===== src/design/mss_pkg.sv =====
// mss_pkg: shared types and constants for the MP3 stream sniffer.
// No dependencies; imported by every module of the block.
package mss_pkg;

  localparam int POS_BITS_DEF    = 20;
  localparam int QUEUE_DEPTH_DEF = 2;
  localparam int CNT_BITS        = 6;

  localparam logic [CNT_BITS-1:0] MIN_REPEATS_RST = 6'd5;

  localparam logic [7:0] BYTE_SYNC = 8'hFF;
  localparam logic [7:0] SYNC_LO_A = 8'hFA;
  localparam logic [7:0] SYNC_LO_B = 8'hFB;
  localparam logic [7:0] CASE_BIT  = 8'h20;
  localparam logic [7:0] CH_X      = 8'h78;
  localparam logic [7:0] CH_I      = 8'h69;
  localparam logic [7:0] CH_N      = 8'h6E;
  localparam logic [7:0] CH_G      = 8'h67;

  typedef struct packed {
    logic clear;
    logic tag_hit;
    logic sync_hit;
  } cls_t;

endpackage


===== src/design/mp3_stream_sniffer.sv =====
// mp3_stream_sniffer: top level, front classifier -> queue -> spacing back end.
// Depends on mss_pkg, mss_front, mss_queue, mss_back.
//
// Usage: bytes of a buffer arrive on the in_ channel, one beat per byte;
// in_buffer_start marks the first byte of a new buffer and clears all
// detection state. Every input beat yields exactly one result beat on the
// out_ channel carrying sticky found / tag_seen / frames_seen flags.
// cfg_min_repeats sets how many repeats of the held sync spacing are needed; cfg_ready
// is always high, and writes are meant for idle periods only.
// Throughput: one byte per cycle while in_stall is low. The front classifies
// each accepted byte into the queue (two entries by default); the back end
// pops one entry per cycle into the output register unless out_stall holds
// the result there, and out_valid is driven from that register.
// in_stall rises only when the queue is full, which happens while the
// receiver holds out_stall; the held result stays stable until taken.
// Reset (rst_n low, synchronous) clears all detection state, empties the
// queue and the output register, and sets min_repeats to 5.
module mp3_stream_sniffer #(
  parameter int POS_BITS    = mss_pkg::POS_BITS_DEF,
  parameter int QUEUE_DEPTH = mss_pkg::QUEUE_DEPTH_DEF
) (
  input  logic                         clk,
  input  logic                         rst_n,
  input  logic                         in_valid,
  output logic                         in_stall,
  input  logic [7:0]                   in_byte_in,
  input  logic                         in_buffer_start,
  output logic                         out_valid,
  input  logic                         out_stall,
  output logic                         out_found,
  output logic                         out_tag_seen,
  output logic                         out_frames_seen,
  input  logic                         cfg_valid,
  output logic                         cfg_ready,
  input  logic [mss_pkg::CNT_BITS-1:0] cfg_min_repeats
);
  import mss_pkg::*;

  localparam int QW = $bits(cls_t) + POS_BITS;

  cls_t                f_cls, q_cls;
  logic [POS_BITS-1:0] f_spos, q_spos;
  logic                in_accept, q_full, q_valid, q_pop;

  assign cfg_ready = 1'b1;
  assign in_stall  = q_full;
  assign in_accept = in_valid && !q_full;

  mss_front #(.POS_BITS(POS_BITS)) u_front (
    .clk          (clk),
    .rst_n        (rst_n),
    .accept       (in_accept),
    .byte_in      (in_byte_in),
    .buffer_start (in_buffer_start),
    .cls          (f_cls),
    .spos         (f_spos)
  );

  mss_queue #(.WIDTH(QW), .DEPTH(QUEUE_DEPTH)) u_queue (
    .clk    (clk),
    .rst_n  (rst_n),
    .push   (in_accept),
    .wdata  ({f_cls, f_spos}),
    .full   (q_full),
    .pop    (q_pop),
    .rvalid (q_valid),
    .rdata  ({q_cls, q_spos})
  );

  mss_back #(.POS_BITS(POS_BITS)) u_back (
    .clk             (clk),
    .rst_n           (rst_n),
    .cfg_we          (cfg_valid && cfg_ready),
    .cfg_min         (cfg_min_repeats),
    .q_valid         (q_valid),
    .q_cls           (q_cls),
    .q_spos          (q_spos),
    .q_pop           (q_pop),
    .out_valid       (out_valid),
    .out_stall       (out_stall),
    .out_found       (out_found),
    .out_tag_seen    (out_tag_seen),
    .out_frames_seen (out_frames_seen)
  );

endmodule


===== src/design/mss_front.sv =====
// mss_front: accepts input bytes, tracks recent bytes and position,
// classifies each beat (tag hit, frame sync, sync position). Uses mss_pkg.
module mss_front #(
  parameter int POS_BITS = mss_pkg::POS_BITS_DEF
) (
  input  logic                clk,
  input  logic                rst_n,
  input  logic                accept,
  input  logic [7:0]          byte_in,
  input  logic                buffer_start,
  output mss_pkg::cls_t       cls,
  output logic [POS_BITS-1:0] spos
);
  import mss_pkg::*;

  localparam logic [POS_BITS-1:0] POS_MAX = {POS_BITS{1'b1}};

  logic [23:0]         recent_r, recent_nxt, recent_eff;
  logic [POS_BITS-1:0] pos_r, pos_nxt, idx_eff;

  always_comb begin
    recent_eff = buffer_start ? 24'd0 : recent_r;
    idx_eff    = buffer_start ? '0 : pos_r;

    cls.clear    = buffer_start;
    cls.tag_hit  = ((recent_eff[23:16] | CASE_BIT) == CH_X) &&
                   ((recent_eff[15:8]  | CASE_BIT) == CH_I) &&
                   ((recent_eff[7:0]   | CASE_BIT) == CH_N) &&
                   ((byte_in           | CASE_BIT) == CH_G);
    cls.sync_hit = (recent_eff[7:0] == BYTE_SYNC) &&
                   ((byte_in == SYNC_LO_A) || (byte_in == SYNC_LO_B));
    spos         = (idx_eff != '0) ? idx_eff - 1'b1 : '0;

    recent_nxt = {recent_eff[15:0], byte_in};
    pos_nxt    = (idx_eff == POS_MAX) ? idx_eff : idx_eff + 1'b1;
  end

  always_ff @(posedge clk) begin
    if (!rst_n) begin
      recent_r <= '0;
      pos_r    <= '0;
    end else if (accept) begin
      recent_r <= recent_nxt;
      pos_r    <= pos_nxt;
    end
  end

endmodule


===== src/design/mss_queue.sv =====
// mss_queue: small register FIFO between front and back.
// Generic width; depth default from mss_pkg.
module mss_queue #(
  parameter int WIDTH = 8,
  parameter int DEPTH = mss_pkg::QUEUE_DEPTH_DEF
) (
  input  logic             clk,
  input  logic             rst_n,
  input  logic             push,
  input  logic [WIDTH-1:0] wdata,
  output logic             full,
  input  logic             pop,
  output logic             rvalid,
  output logic [WIDTH-1:0] rdata
);
  import mss_pkg::*;

  localparam int PTR_W = (DEPTH > 1) ? $clog2(DEPTH) : 1;
  localparam int CNT_W = $clog2(DEPTH + 1);
  localparam logic [PTR_W-1:0] PTR_LAST = PTR_W'(DEPTH - 1);
  localparam logic [CNT_W-1:0] CNT_FULL = CNT_W'(DEPTH);

  logic [WIDTH-1:0] mem_r [DEPTH];
  logic [PTR_W-1:0] wr_r, wr_nxt, rd_r, rd_nxt;
  logic [CNT_W-1:0] cnt_r, cnt_nxt;
  logic             do_push, do_pop;

  assign full    = (cnt_r == CNT_FULL);
  assign rvalid  = (cnt_r != '0);
  assign rdata   = mem_r[rd_r];
  assign do_push = push && !full;
  assign do_pop  = pop && rvalid;

  always_comb begin
    wr_nxt  = do_push ? ((wr_r == PTR_LAST) ? '0 : wr_r + 1'b1) : wr_r;
    rd_nxt  = do_pop  ? ((rd_r == PTR_LAST) ? '0 : rd_r + 1'b1) : rd_r;
    cnt_nxt = cnt_r + CNT_W'(do_push) - CNT_W'(do_pop);
  end

  always_ff @(posedge clk) begin
    if (!rst_n) begin
      wr_r  <= '0;
      rd_r  <= '0;
      cnt_r <= '0;
    end else begin
      wr_r  <= wr_nxt;
      rd_r  <= rd_nxt;
      cnt_r <= cnt_nxt;
    end
  end

  always_ff @(posedge clk) begin
    if (do_push) begin
      mem_r[wr_r] <= wdata;
    end
  end

  a_cnt_bound: assert property (@(posedge clk) disable iff (!rst_n)
    cnt_r <= CNT_FULL) else $error("queue count above depth");

endmodule


===== src/design/mss_back.sv =====
// mss_back: sync spacing test, sticky flags, result register and config reg.
// Consumes classified beats from mss_queue. Uses mss_pkg.
module mss_back #(
  parameter int POS_BITS = mss_pkg::POS_BITS_DEF
) (
  input  logic                        clk,
  input  logic                        rst_n,
  input  logic                        cfg_we,
  input  logic [mss_pkg::CNT_BITS-1:0] cfg_min,
  input  logic                        q_valid,
  input  mss_pkg::cls_t               q_cls,
  input  logic [POS_BITS-1:0]         q_spos,
  output logic                        q_pop,
  output logic                        out_valid,
  input  logic                        out_stall,
  output logic                        out_found,
  output logic                        out_tag_seen,
  output logic                        out_frames_seen
);
  import mss_pkg::*;

  localparam logic [CNT_BITS-1:0] CNT_MAX = {CNT_BITS{1'b1}};

  logic [CNT_BITS-1:0] min_r;
  logic [POS_BITS-1:0] last_r, last_nxt, last_eff;
  logic [POS_BITS-1:0] held_r, held_nxt, held_eff, sync_gap;
  logic [CNT_BITS-1:0] cnt_r, cnt_nxt, cnt_eff;
  logic                have_r, have_nxt, have_eff;
  logic                tag_r, tag_nxt, frm_r, frm_nxt;
  logic                out_valid_r, found_r, otag_r, ofrm_r;

  assign q_pop = q_valid && (!out_valid_r || !out_stall);

  always_comb begin
    last_eff = q_cls.clear ? '0   : last_r;
    held_eff = q_cls.clear ? '0   : held_r;
    cnt_eff  = q_cls.clear ? '0   : cnt_r;
    have_eff = q_cls.clear ? 1'b0 : have_r;
    tag_nxt  = (q_cls.clear ? 1'b0 : tag_r) | q_cls.tag_hit;
    frm_nxt  = q_cls.clear ? 1'b0 : frm_r;
    sync_gap = q_spos - last_eff;

    last_nxt = last_eff;
    held_nxt = held_eff;
    cnt_nxt  = cnt_eff;
    have_nxt = have_eff;
    if (q_cls.sync_hit) begin
      if (have_eff && (sync_gap != '0)) begin
        if (sync_gap == held_eff) begin
          if (cnt_eff != CNT_MAX) begin
            cnt_nxt = cnt_eff + 1'b1;
          end
        end else if (sync_gap > held_eff) begin
          held_nxt = sync_gap;
          cnt_nxt  = '0;
        end
      end
      last_nxt = q_spos;
      have_nxt = 1'b1;
      if (cnt_nxt >= min_r) begin
        frm_nxt = 1'b1;
      end
    end
  end

  always_ff @(posedge clk) begin
    if (!rst_n) begin
      min_r       <= MIN_REPEATS_RST;
      last_r      <= '0;
      held_r      <= '0;
      cnt_r       <= '0;
      have_r      <= 1'b0;
      tag_r       <= 1'b0;
      frm_r       <= 1'b0;
      out_valid_r <= 1'b0;
    end else begin
      if (cfg_we) begin
        min_r <= cfg_min;
      end
      if (q_pop) begin
        last_r      <= last_nxt;
        held_r      <= held_nxt;
        cnt_r       <= cnt_nxt;
        have_r      <= have_nxt;
        tag_r       <= tag_nxt;
        frm_r       <= frm_nxt;
        out_valid_r <= 1'b1;
      end else if (!out_stall) begin
        out_valid_r <= 1'b0;
      end
    end
  end

  always_ff @(posedge clk) begin
    if (q_pop) begin
      found_r <= tag_nxt | frm_nxt;
      otag_r  <= tag_nxt;
      ofrm_r  <= frm_nxt;
    end
  end

  assign out_valid       = out_valid_r;
  assign out_found       = found_r;
  assign out_tag_seen    = otag_r;
  assign out_frames_seen = ofrm_r;

  a_found_or: assert property (@(posedge clk) disable iff (!rst_n)
    out_valid_r |-> (found_r == (otag_r | ofrm_r))) else $error("found mismatch");

  a_out_tracks_state: assert property (@(posedge clk) disable iff (!rst_n)
    out_valid_r |-> (otag_r == tag_r) && (ofrm_r == frm_r))
    else $error("result flags differ from sticky state");

  a_held_monotonic: assert property (@(posedge clk) disable iff (!rst_n)
    (q_pop && !q_cls.clear) |=> (held_r >= $past(held_r)))
    else $error("held spacing shrank without buffer start");

endmodule

===== config.mk =====
export PLATFORM = sky130hd
export DESIGN_NAME = mp3_stream_sniffer
export DESIGN_NICKNAME = d
export VERILOG_FILES = /design/src/design/mss_pkg.sv /design/src/design/mp3_stream_sniffer.sv /design/src/design/mss_front.sv /design/src/design/mss_queue.sv /design/src/design/mss_back.sv
export SDC_FILE = /design/constraint.sdc
export NUM_CORES = 1
export LEC_CHECK = 0
export BUFFER_PORTS_ARGS = -buffer_cell sky130_fd_sc_hd__buf_2
export CORE_MARGIN = 3
export CORE_UTILIZATION = 60
export DETAILED_ROUTE_END_ITERATION = 10
export PLACE_DENSITY = 0.77
export SYNTH_ARGS = -nofsm -noshare
export SYNTH_HDL_FRONTEND = slang
export SYNTH_HIERARCHICAL = 1
export SYNTH_SLANG_ARGS = --single-unit

===== constraint.sdc =====
create_clock -name clk -period 10.2 [get_ports clk]
set_clock_uncertainty 0.2 [all_clocks]
set_input_delay 1.02 -clock clk [delete_from_list [all_inputs] [get_ports clk]]
set_output_delay 1.02 -clock clk [all_outputs]
set_load 0.02 [all_outputs]

## After elaboration in Yosys (flattened, before gate mapping)

Memories as Yosys holds them, arrays and structs flattened. A register that Yosys moved wholly into a read port is not among the register bits.
Cells that the tools add are included.
Widths: inputs -> output; s select.

| word-level totals | value |
|---|---|
| bits in writable memories | 46 |
| register bits after elaboration | 107 |
| input bits | 20 |
| bits in read-only memories | 0 |
| bits in latches | 0 |
| memories | 1 |

| operators by class | value |
|---|---|
| div/mod/pow operators | 0 |
| multiplexer cells | 32 |
| $lt $le $gt $ge | 2 |
| bitwise gates (word level) | 2 |
| multiply operators | 0 |
| reductions and logical operators | 17 |
| shift operators | 0 |
| equality and inequality tests | 12 |
| $add $sub $neg | 8 |

Memories:

| memory | depth | width | rd ports | clocked after Yosys merged registers in | wr ports | RTL line | source |
|---|---|---|---|---|---|---|---|
| u_queue.mem_r | 2 | 23 | 1 | 1 | 1 | mss_queue.sv:23 | `logic [WIDTH-1:0] mem_r [DEPTH];` |

Operators with widths:

| cell | count |
|---|---|
| $mux 20 | 10 |
| $mux 6 | 7 |
| $reduce_bool 20->1 | 2 |
| $eq 7x6->1 const B | 4 |
| $eq 8x8->1 const B | 3 |
| $mux 24 | 1 |
| $add 20x1->20 const B | 1 |
| $eq 20x20->1 | 1 |
| $eq 20x20->1 const B | 1 |
| $gt 20x20->1 | 1 |
| $sub 20x1->20 const B | 1 |
| $sub 20x20->20 | 1 |
| $mux 1 | 14 |
| $logic_and 1x1->1 | 9 |
| $add 6x1->6 const B | 1 |
| $ge 6x6->1 | 1 |
| $ne 6x6->1 const B | 1 |
| $logic_not 1->1 | 3 |
| $add 1x1->1 const B | 2 |
| $add 2x1->2 | 1 |
| $eq 2x2->1 const B | 1 |
| $logic_or 1x1->1 | 2 |
| $ne 2x1->1 const B | 1 |
| $or 1x1->1 | 2 |
| 2 further kinds | 2 |

## Longest topological paths before layout

Gate-level depths: netlist (run 1).

| logic depth | value |
|---|---|
| depth in word-level cells | 11 |
| gate-level depth with buffers | 39 |
| depth with buffers taken out | 36 |

## Modules after synthesis

Netlist (run 1), hierarchy kept.

Modules (own cells, without submodules):

| module | area an instance (um2) | cells an instance | sequential area each (um2) | times used |
|---|---|---|---|---|
| mss_back | 4,743.3 | 579 | 1,211.2 | 1 |
| mss_front | 2,805.2 | 359 | 840.8 | 1 |
| mss_queue | 1,899.3 | 98 | 1,481.4 | 1 |
| mp3_stream_sniffer | 25.0 | 3 | 0.0 | 1 |

## Worst setup path before layout (run 1)

OpenSTA, ideal clock, no wires.

| timing | value |
|---|---|
| path kind | register -> register |
| start | reg (tool-made name) |
| end | reg u_back.found_r, in the netlist u_back/out_found, data pin |
| data required time | 9.740 ns |
| cell stages (with the launch flop) | 37 |
| period minus slack after synthesis | 7.027 ns |
| buffers on the path | 4 |
| arrival | 6.567 ns |
| setup slack | 3.173 ns |
| path through | dfxtp_1 buf_6 mux2_2 inv_1 clkbuf_1 clkbuf_1 nand2_1 ha_1 clkbuf_1 and3_1 nand2_1 o211a_1 a41oi_1 a41oi_1 o21bai_1 xnor2_1 ha_1 nand3_1 nor3_1 nand2_1 or2_2 nor2_1 nand2_1 o21ai_0 a21oi_1 o21ai_1 ha_1 nand2b_1 a21oi_1 nor2b_1 o21ai_0 nand2b_1 a21oi_1 nor2b_1 o21ai_0 o21ai_0 nand2b_1 |

RTL lines:

| what | RTL line | source |
|---|---|---|
| end signal: assignment | mss_back.sv:96 | `found_r <= tag_nxt \| frm_nxt;` |
| end: declaration | mss_back.sv:30 | `logic out_valid_r, found_r, otag_r, ofrm_r;` |

==> impl_metrics.csv, run 1 <==
group,metric,value,unit
logic_synthesis,synth_edf_count,49,
logic_synthesis,ys_ff_latch,152,
sta,timing.fmax,0.131,GHz
min_path,whs_path_depth,2,
sta,rsz0062_at_grt,"no",
min_path,hold_end,"u_back/held_r[0]",
sta,slew_violations,0,
floorplanning,die_w,132,um
logic_synthesis,yosys_warnings,6,
sta,max-slew-margin-rel,19.9,%
logic_synthesis,netlist_area,0.00947,mm^2
cts,cts_root_buffer,"clkbuf_16",
floorplanning,io_pins,26,
setup_path,regToRegSetupSlack,2560,ps
drt,drt_pass1_iterations,5,
floorplanning,start_util,61.9,%
global_route,antenna_found_initial,0,
drt,wl_per_cell,16.0,um
cts,post_cts_buffers,0,
logic_synthesis,avgSynthCellArea,9.12,um^2
sta,setup_viol,0,
pwr,p_leak,0.00384,uW
setup_path,path_max_fanout,24,
job,maxCapViolations,0,
pwr,total_power,2950,uW
logic_synthesis,ys_seq_area_share,37.3,%
floorplanning,die_h,132,um
setup_path,endpoint_kind,"flop",
min_path,hold_class,"flop to flop",
drt,drc,0,
cts,insertion_delay,430,ps
sta,hold_viol_final,0,
finish,layout_common_cells,"nand2_1, dfxtp_1, nor2b_1, a21oi_1, ha_1",
drt,postRouteAntennaNets,0,
cts,h-tree-depth,4,
cts,clkSlewWorstSetupHoldPaths,60,ps
setup_path,r2r-end,"u_back/out_found",
sta,layout_min_cycle_time,7640,ps
logic_synthesis,async_flop_share,0,%
logic_synthesis,synthDistinctLibCells,85,
finish,diodes,0,
placed_design,portBuffers,24,
logic_synthesis,postSynthCellCount,1039,
placed_design,hpwlAfterDp,13400,um
setup_path,cp.required,10180,ps
placed_design,routabilityCongestion,0.847,
cts,cts.sinks,152,
cts,ctsResizeCount,0,
cts,numCtsBuffers,17,
logic_synthesis,synth_top_area_share,21.8,%
sta,tightest_slew,1200,ps
setup_path,critPathSlowestCell,"inv_1",
floorplanning,die_area,0.0173,mm^2
sta,fin_tns_setup,0,ps
setup_path,critPathArrivalTime,7620,ps
drt,wl_met3,865,um
cts,clockBufferDepth,2,
cts,tritoncts,"built",
drt,top_layer,"met4",
drt,via_per_inst,6.02,
finish,num-nets-final,1091,
finish,design_area,0.0102,mm^2
global_route,grt_usage,23.4,%
setup_path,worstSetupStartpointType,"flop",
global_route,grt_first_pass_wirelength,34000,um
pwr,peakVddDrop,0.000169,V
global_route,overflow,0,
drt,dr_wl_met2,9490,um
drt,vias,7494,
logic_synthesis,netlist.top_cell.by_area,"dfxtp_1",
finish,area_delta_synth_final,7.20,%
logic_synthesis,synthTopCellsByArea,"dfxtp_1, edfxtp_1, ha_1, nand2_1, nor2b_1",
run_status,status,"finished, final reports clean",
finish,layout_commonest_cell,"nand2_1",
logic_synthesis,ys.flop_type,"dfxtp_1",
setup_path,critPathTopFamily,"simple AND/OR/NAND/NOR gates",
min_path,hold_start,"u_back/held_r[0]",
drt,drt_wl_total,19900,um
logic_synthesis,syn_nets,1110,
global_route,grt_pass1_vias,6943,
cts,cts_hold_buf,0,
setup_path,reg2regPathDepth,32,
global_route,grt_max_degree,106,
sta,period_share,74.9,%
setup_path,path_class,"flop to flop",
floorplanning,core,0.0153,mm^2
finish,drive_gt1_share,14.8,%
setup_path,crit_path_max_incr_delay,600,ps
drt,met1_length,9210,um
setup_path,critPathBufInv,1,
pwr,p_per_area,290,mW/mm^2
drt,drt_iter0_drc,439,
floorplanning,rows,45,
placed_design,dpl_cell_area,0.00957,mm^2
[sequential cells by signal (all words and copies together) (netlist names), 2 cells and up, named ones only]
signal,cells
u_queue/mem_r,46
u_front/recent_r,22
u_back/held_r,20
u_back/last_r,20
u_front/pos_r,20
u_back/cnt_r,6
u_back/min_r,6
u_queue/cnt_r,2
[stage by stage]
step	util, %	std cells	setup WS, ps	hold slack [ps]
after global placement	62.5	1212	2850	239
after detailed placement	62.5	1212	2600	245
after CTS	66.3	1244	2540	256
after floorplan	-	1039	3170	233
after global routing	66.3	1244	1750	272
final	66.3	1244	2560	254
[kinds of logic after synthesis]
group	synth area share (%)
AO/OA/AOI/OAI	16.5
flip-flops	37.3
adder cells (fa/ha/maj)	7.03
XOR/XNOR	2.63
AND/OR/NAND/NOR	25.1
other	0.0396
buffers and inverters	5.02
multiplexers	6.33
[power breakdown]
group          leakage [uW]  switching, uW  internal [uW]  total, uW
sequential          0.00131           38.9            732        771
combinational       0.00225            955            590       1540
clock              0.000288            272            358        631
total               0.00384           1270           1680       2950
[worst max path at each step]
stage          from                to  cells past startpoint
3_3_place_gp   flop  u_back/out_found                     32
3_5_place_dp   flop  u_back/out_found                     32
2_1_floorplan  flop  u_back/out_found                     36
4_1_cts        flop  u_back/out_found                     32
5_1_grt        flop  u_back/out_found                     32
6_report       flop  u_back/out_found                     32
[synth_stat cells (15+ instances only)]
cell type	number
nor2_1	38
clkbuf_1	46
mux2_2	23
nor2b_1	61
a21oi_1	55
inv_1	27
o21ai_0	22
ha_1	50
nand3_2	20
nand3_1	31
o21ai_2	20
nand2_1	143
nor3_1	17
a22oi_1	20
nand4_1	20
nand2b_1	18
and3_1	20
mux2i_1	34
xnor2_1	15
dfxtp_1	103
edfxtp_1	49
[layout make-up]
| type | instances | area [um^2] |
|---|---|---|
| tap | 211 | 264 |
| clock buffer | 19 | 454 |
| timing repair buffer | 34 | 198 |
| fill | 1242 | 5160 |
| multi-input combinational | 787 | 5470 |
| sequential | 152 | 3530 |
| clock inverter | 13 | 134 |
| inverter | 28 | 105 |
[routing by layer]
layer,up-vias,global-route usage [%]
li1,3747,-
met1,3554,31.4
met2,164,38.1
met3,29,4.82
met4,0,7.06
met5,-,0
[worst reg2reg max path, delay by kind of cell (launching register included)]
| kind | cells | cell delay (ps) |
|---|---|---|
| muxes | 1 | 450 |
| buffers and inverters | 1 | 610 |
| adders and majority gates | 3 | 890 |
| AOI/OAI and AO/OA | 13 | 2180 |
| xor gates and xnor gates | 1 | 420 |
| and+or+nand+nor | 13 | 2290 |
| DFF | 1 | 340 |
Power figures use the tool's default switching activity.
==> run 2: changes to the inputs <==
ABC_AREA = 1   (was unset)
clock period = 7.95 ns   (was 10.2 ns; I/O delays follow)
==> impl_metrics.csv, run 2 <==
group,metric,value,unit
floorplanning,die_area,0.0179,mm^2
cts,clkSlewWorstSetupHoldPaths,80,ps
finish,top_regs,"u_queue/mem_r x46, u_front/recent_r x22",
floorplanning,io_pins,26,
setup_path,reg2regPathDepth,36,
floorplanning,die_w,134,um
logic_synthesis,ys.flop_type,"dfxtp_1",
logic_synthesis,async_flop_share,0,%
pwr,p_leak,0.00458,uW
setup_path,path_max_fanout,18,
finish,layout_commonest_cell,"nand2_1",
cts,clockBufferDepth,2,
pwr,p_int,2260,uW
placed_design,hpwlAfterDp,16500,um
cts,post_cts_buffers,0,
global_route,grt_pass1_vias,8167,
global_route,grt_first_pass_wirelength,38400,um
pwr,peakVddDrop,0.000208,V
cts,insertion_delay,450,ps
min_path,hold_class,"flop to flop",
setup_path,cp.required,7950,ps
min_path,whs_path_depth,2,
sta,timing.fmax,0.156,GHz
cts,ctsResizeCount,0,
setup_path,critPathArrivalTime,6400,ps
global_route,grt_max_degree,84,
cts,numCtsBuffers,17,
floorplanning,start_util,61.6,%
floorplanning,rows,46,
sta,tightest_slew,1170,ps
run_status,status,"finished, final reports clean",
finish,n_fill_cell,1425,
pwr,switching_power,2070,uW
drt,wl_per_cell,14.2,um
logic_synthesis,yosys_warnings,6,
sta,slew_violations,0,
finish,num-nets-final,1450,
logic_synthesis,synth_common_cells,"nand2_1, inv_1, a21oi_1",
logic_synthesis,netlist_area,0.00982,mm^2
global_route,antenna_found_initial,0,
sta,max-slew-margin-rel,21.9,%
cts,cts_root_buffer,"clkbuf_16",
pwr,p_per_area,408,mW/mm^2
drt,postRouteAntennaNets,0,
sta,setup_viol,0,
setup_path,endpoint_kind,"flop",
cts,cts_hold_buf,0,
setup_path,crit_path_max_incr_delay,510,ps
setup_path,worstSetupStartpointType,"flop",
finish,area_delta_synth_final,8.22,%
drt,vias,8913,
logic_synthesis,synth_top_area_share,21.0,%
pwr,p_comb_share,55.8,%
global_route,overflow,0,
pwr,power_frac_seq,25.1,%
logic_synthesis,avgSynthCellArea,7.13,um^2
finish,layout_common_cells,"nand2_1, inv_1, a21oi_1, nor2_1, dfxtp_1",
floorplanning,core,0.0159,mm^2
pwr,p_sw_share,47.7,%
logic_synthesis,synth_edf_count,49,
finish,largest_register,"u_queue/mem_r",
finish,diodes,0,
logic_synthesis,synthDistinctLibCells,52,
logic_synthesis,syn_nets,1448,
placed_design,routabilityCongestion,0.961,
placed_design,dpl_cell_area,0.0100,mm^2
finish,design_area,0.0106,mm^2
logic_synthesis,synthTopCellsByArea,"dfxtp_1, edfxtp_1, nand2_1, a21oi_1, ha_1",
drt,drc,0,
job,maxCapViolations,0,
sta,period_share,80.5,%
logic_synthesis,ys_ff_latch,152,
drt,drt_iter0_drc,657,
setup_path,crit_top_cell,"nand2_1",
drt,via_per_inst,5.54,
cts,tritoncts,"built",
finish,largest_reg_flops,46,
global_route,grt_usage,25.9,%
drt,drt_wl_total,22800,um
setup_path,critPathSlowestCell,"mux2_2",
placed_design,portBuffers,24,
cts,cts.sinks,152,
logic_synthesis,yosys.cell_count.top_type,"nand2_1",
cts,h-tree-depth,4,
sta,hold_viol_final,0,
logic_synthesis,ys_seq_area_share,36.0,%
floorplanning,die_h,134,um
drt,drt_pass1_iterations,6,
pwr,p_clk_share,19.1,%
finish,drive_gt1_share,11.4,%
sta,layout_min_cycle_time,6400,ps
sta,fin_tns_setup,0,ps
logic_synthesis,postSynthCellCount,1377,
setup_path,path_class,"flop to flop",
sta,rsz0062_at_grt,"no",
logic_synthesis,netlist.top_cell.by_area,"dfxtp_1",
[run 2: routing by layer]
metal	wire, um	vias up	GRT usage, %	part of all wire [%]
met5	0	-	0	0
met4	625	0	10.5	2.7
met3	958	45	4.35	4.2
met2	10800	239	42.5	47
met1	10400	4073	34.0	46
li1	-	4556	-	-
[run 2: logic make-up (layout without fill, tap and decap cells)]
family                   count (synthesis)  in the layout  share of synthesized area, %
other                                    1              1                        0.0382
adder cells (fa/ha/maj)                 51             51                          6.57
buffers and inverters                  224            239                          9.49
XOR/XNOR                                13             13                          1.24
multiplexers                            23             23                          2.64
AO/OA/AOI/OAI                          258            258                          14.1
flip-flops                             152            152                          36.0
AND/OR/NAND/NOR                        655            655                          30.0
[run 2: power by group through the flow]
| stage | registers, uW | logic (uW) | clock network (uW) |
|---|---|---|---|
| floorplan | 1100 | 1850 | 0 |
| global placement | 1100 | 2340 | 0 |
| detailed placement | 1100 | 2380 | 0 |
| CTS | 1090 | 2400 | 846 |
| global route | 1110 | 2750 | 873 |
| finish | 1090 | 2420 | 829 |
[run 2: metrics by stage]
stage / setup slack [ps] / hold WS, ps / util, % / cells / power [uW]
2_1_floorplan: 1880 / 235 / - / 1377 / 2950
3_3_place_gp: 1710 / 251 / 62.8 / 1576 / 3440
3_5_place_dp: 1600 / 255 / 62.8 / 1576 / 3490
4_1_cts: 1600 / 266 / 66.7 / 1608 / 4330
5_1_grt: 1040 / 279 / 66.7 / 1608 / 4730
6_report: 1550 / 265 / 66.7 / 1608 / 4330
[run 2: cell type report]
cell class	count	area, um^2	area share, %
Tap cell	216	270	2.54
Multi-Input combinational cell	1001	5360	50.5
Clock inverter	15	191	1.80
Clock buffer	17	425	4.00
Timing Repair Buffer	32	180	1.70
Inverter	175	662	6.23
Sequential cell	152	3530	33.3
[run 2: worst max-delay path: cells and delay by family (launching register included)]
family	cells	cell delay (ps)
AO/OA/AOI/OAI	8	1180
multiplexers	1	510
flip-flops	1	330
adder cells (fa/ha/maj)	3	950
AND/OR/NAND/NOR	20	2100
buffers and inverters	4	890
[run 2: worst paths after layout]
kind | start | end | slack (ps)
worst max-delay path | flop | u_back/out_found | 1550
worst min-delay path | u_front/pos_r[18] | u_front/pos_r[18] | 270
worst max register to register | flop | u_back/out_found | 1550
worst min register to register | u_front/pos_r[18] | u_front/pos_r[18] | 270
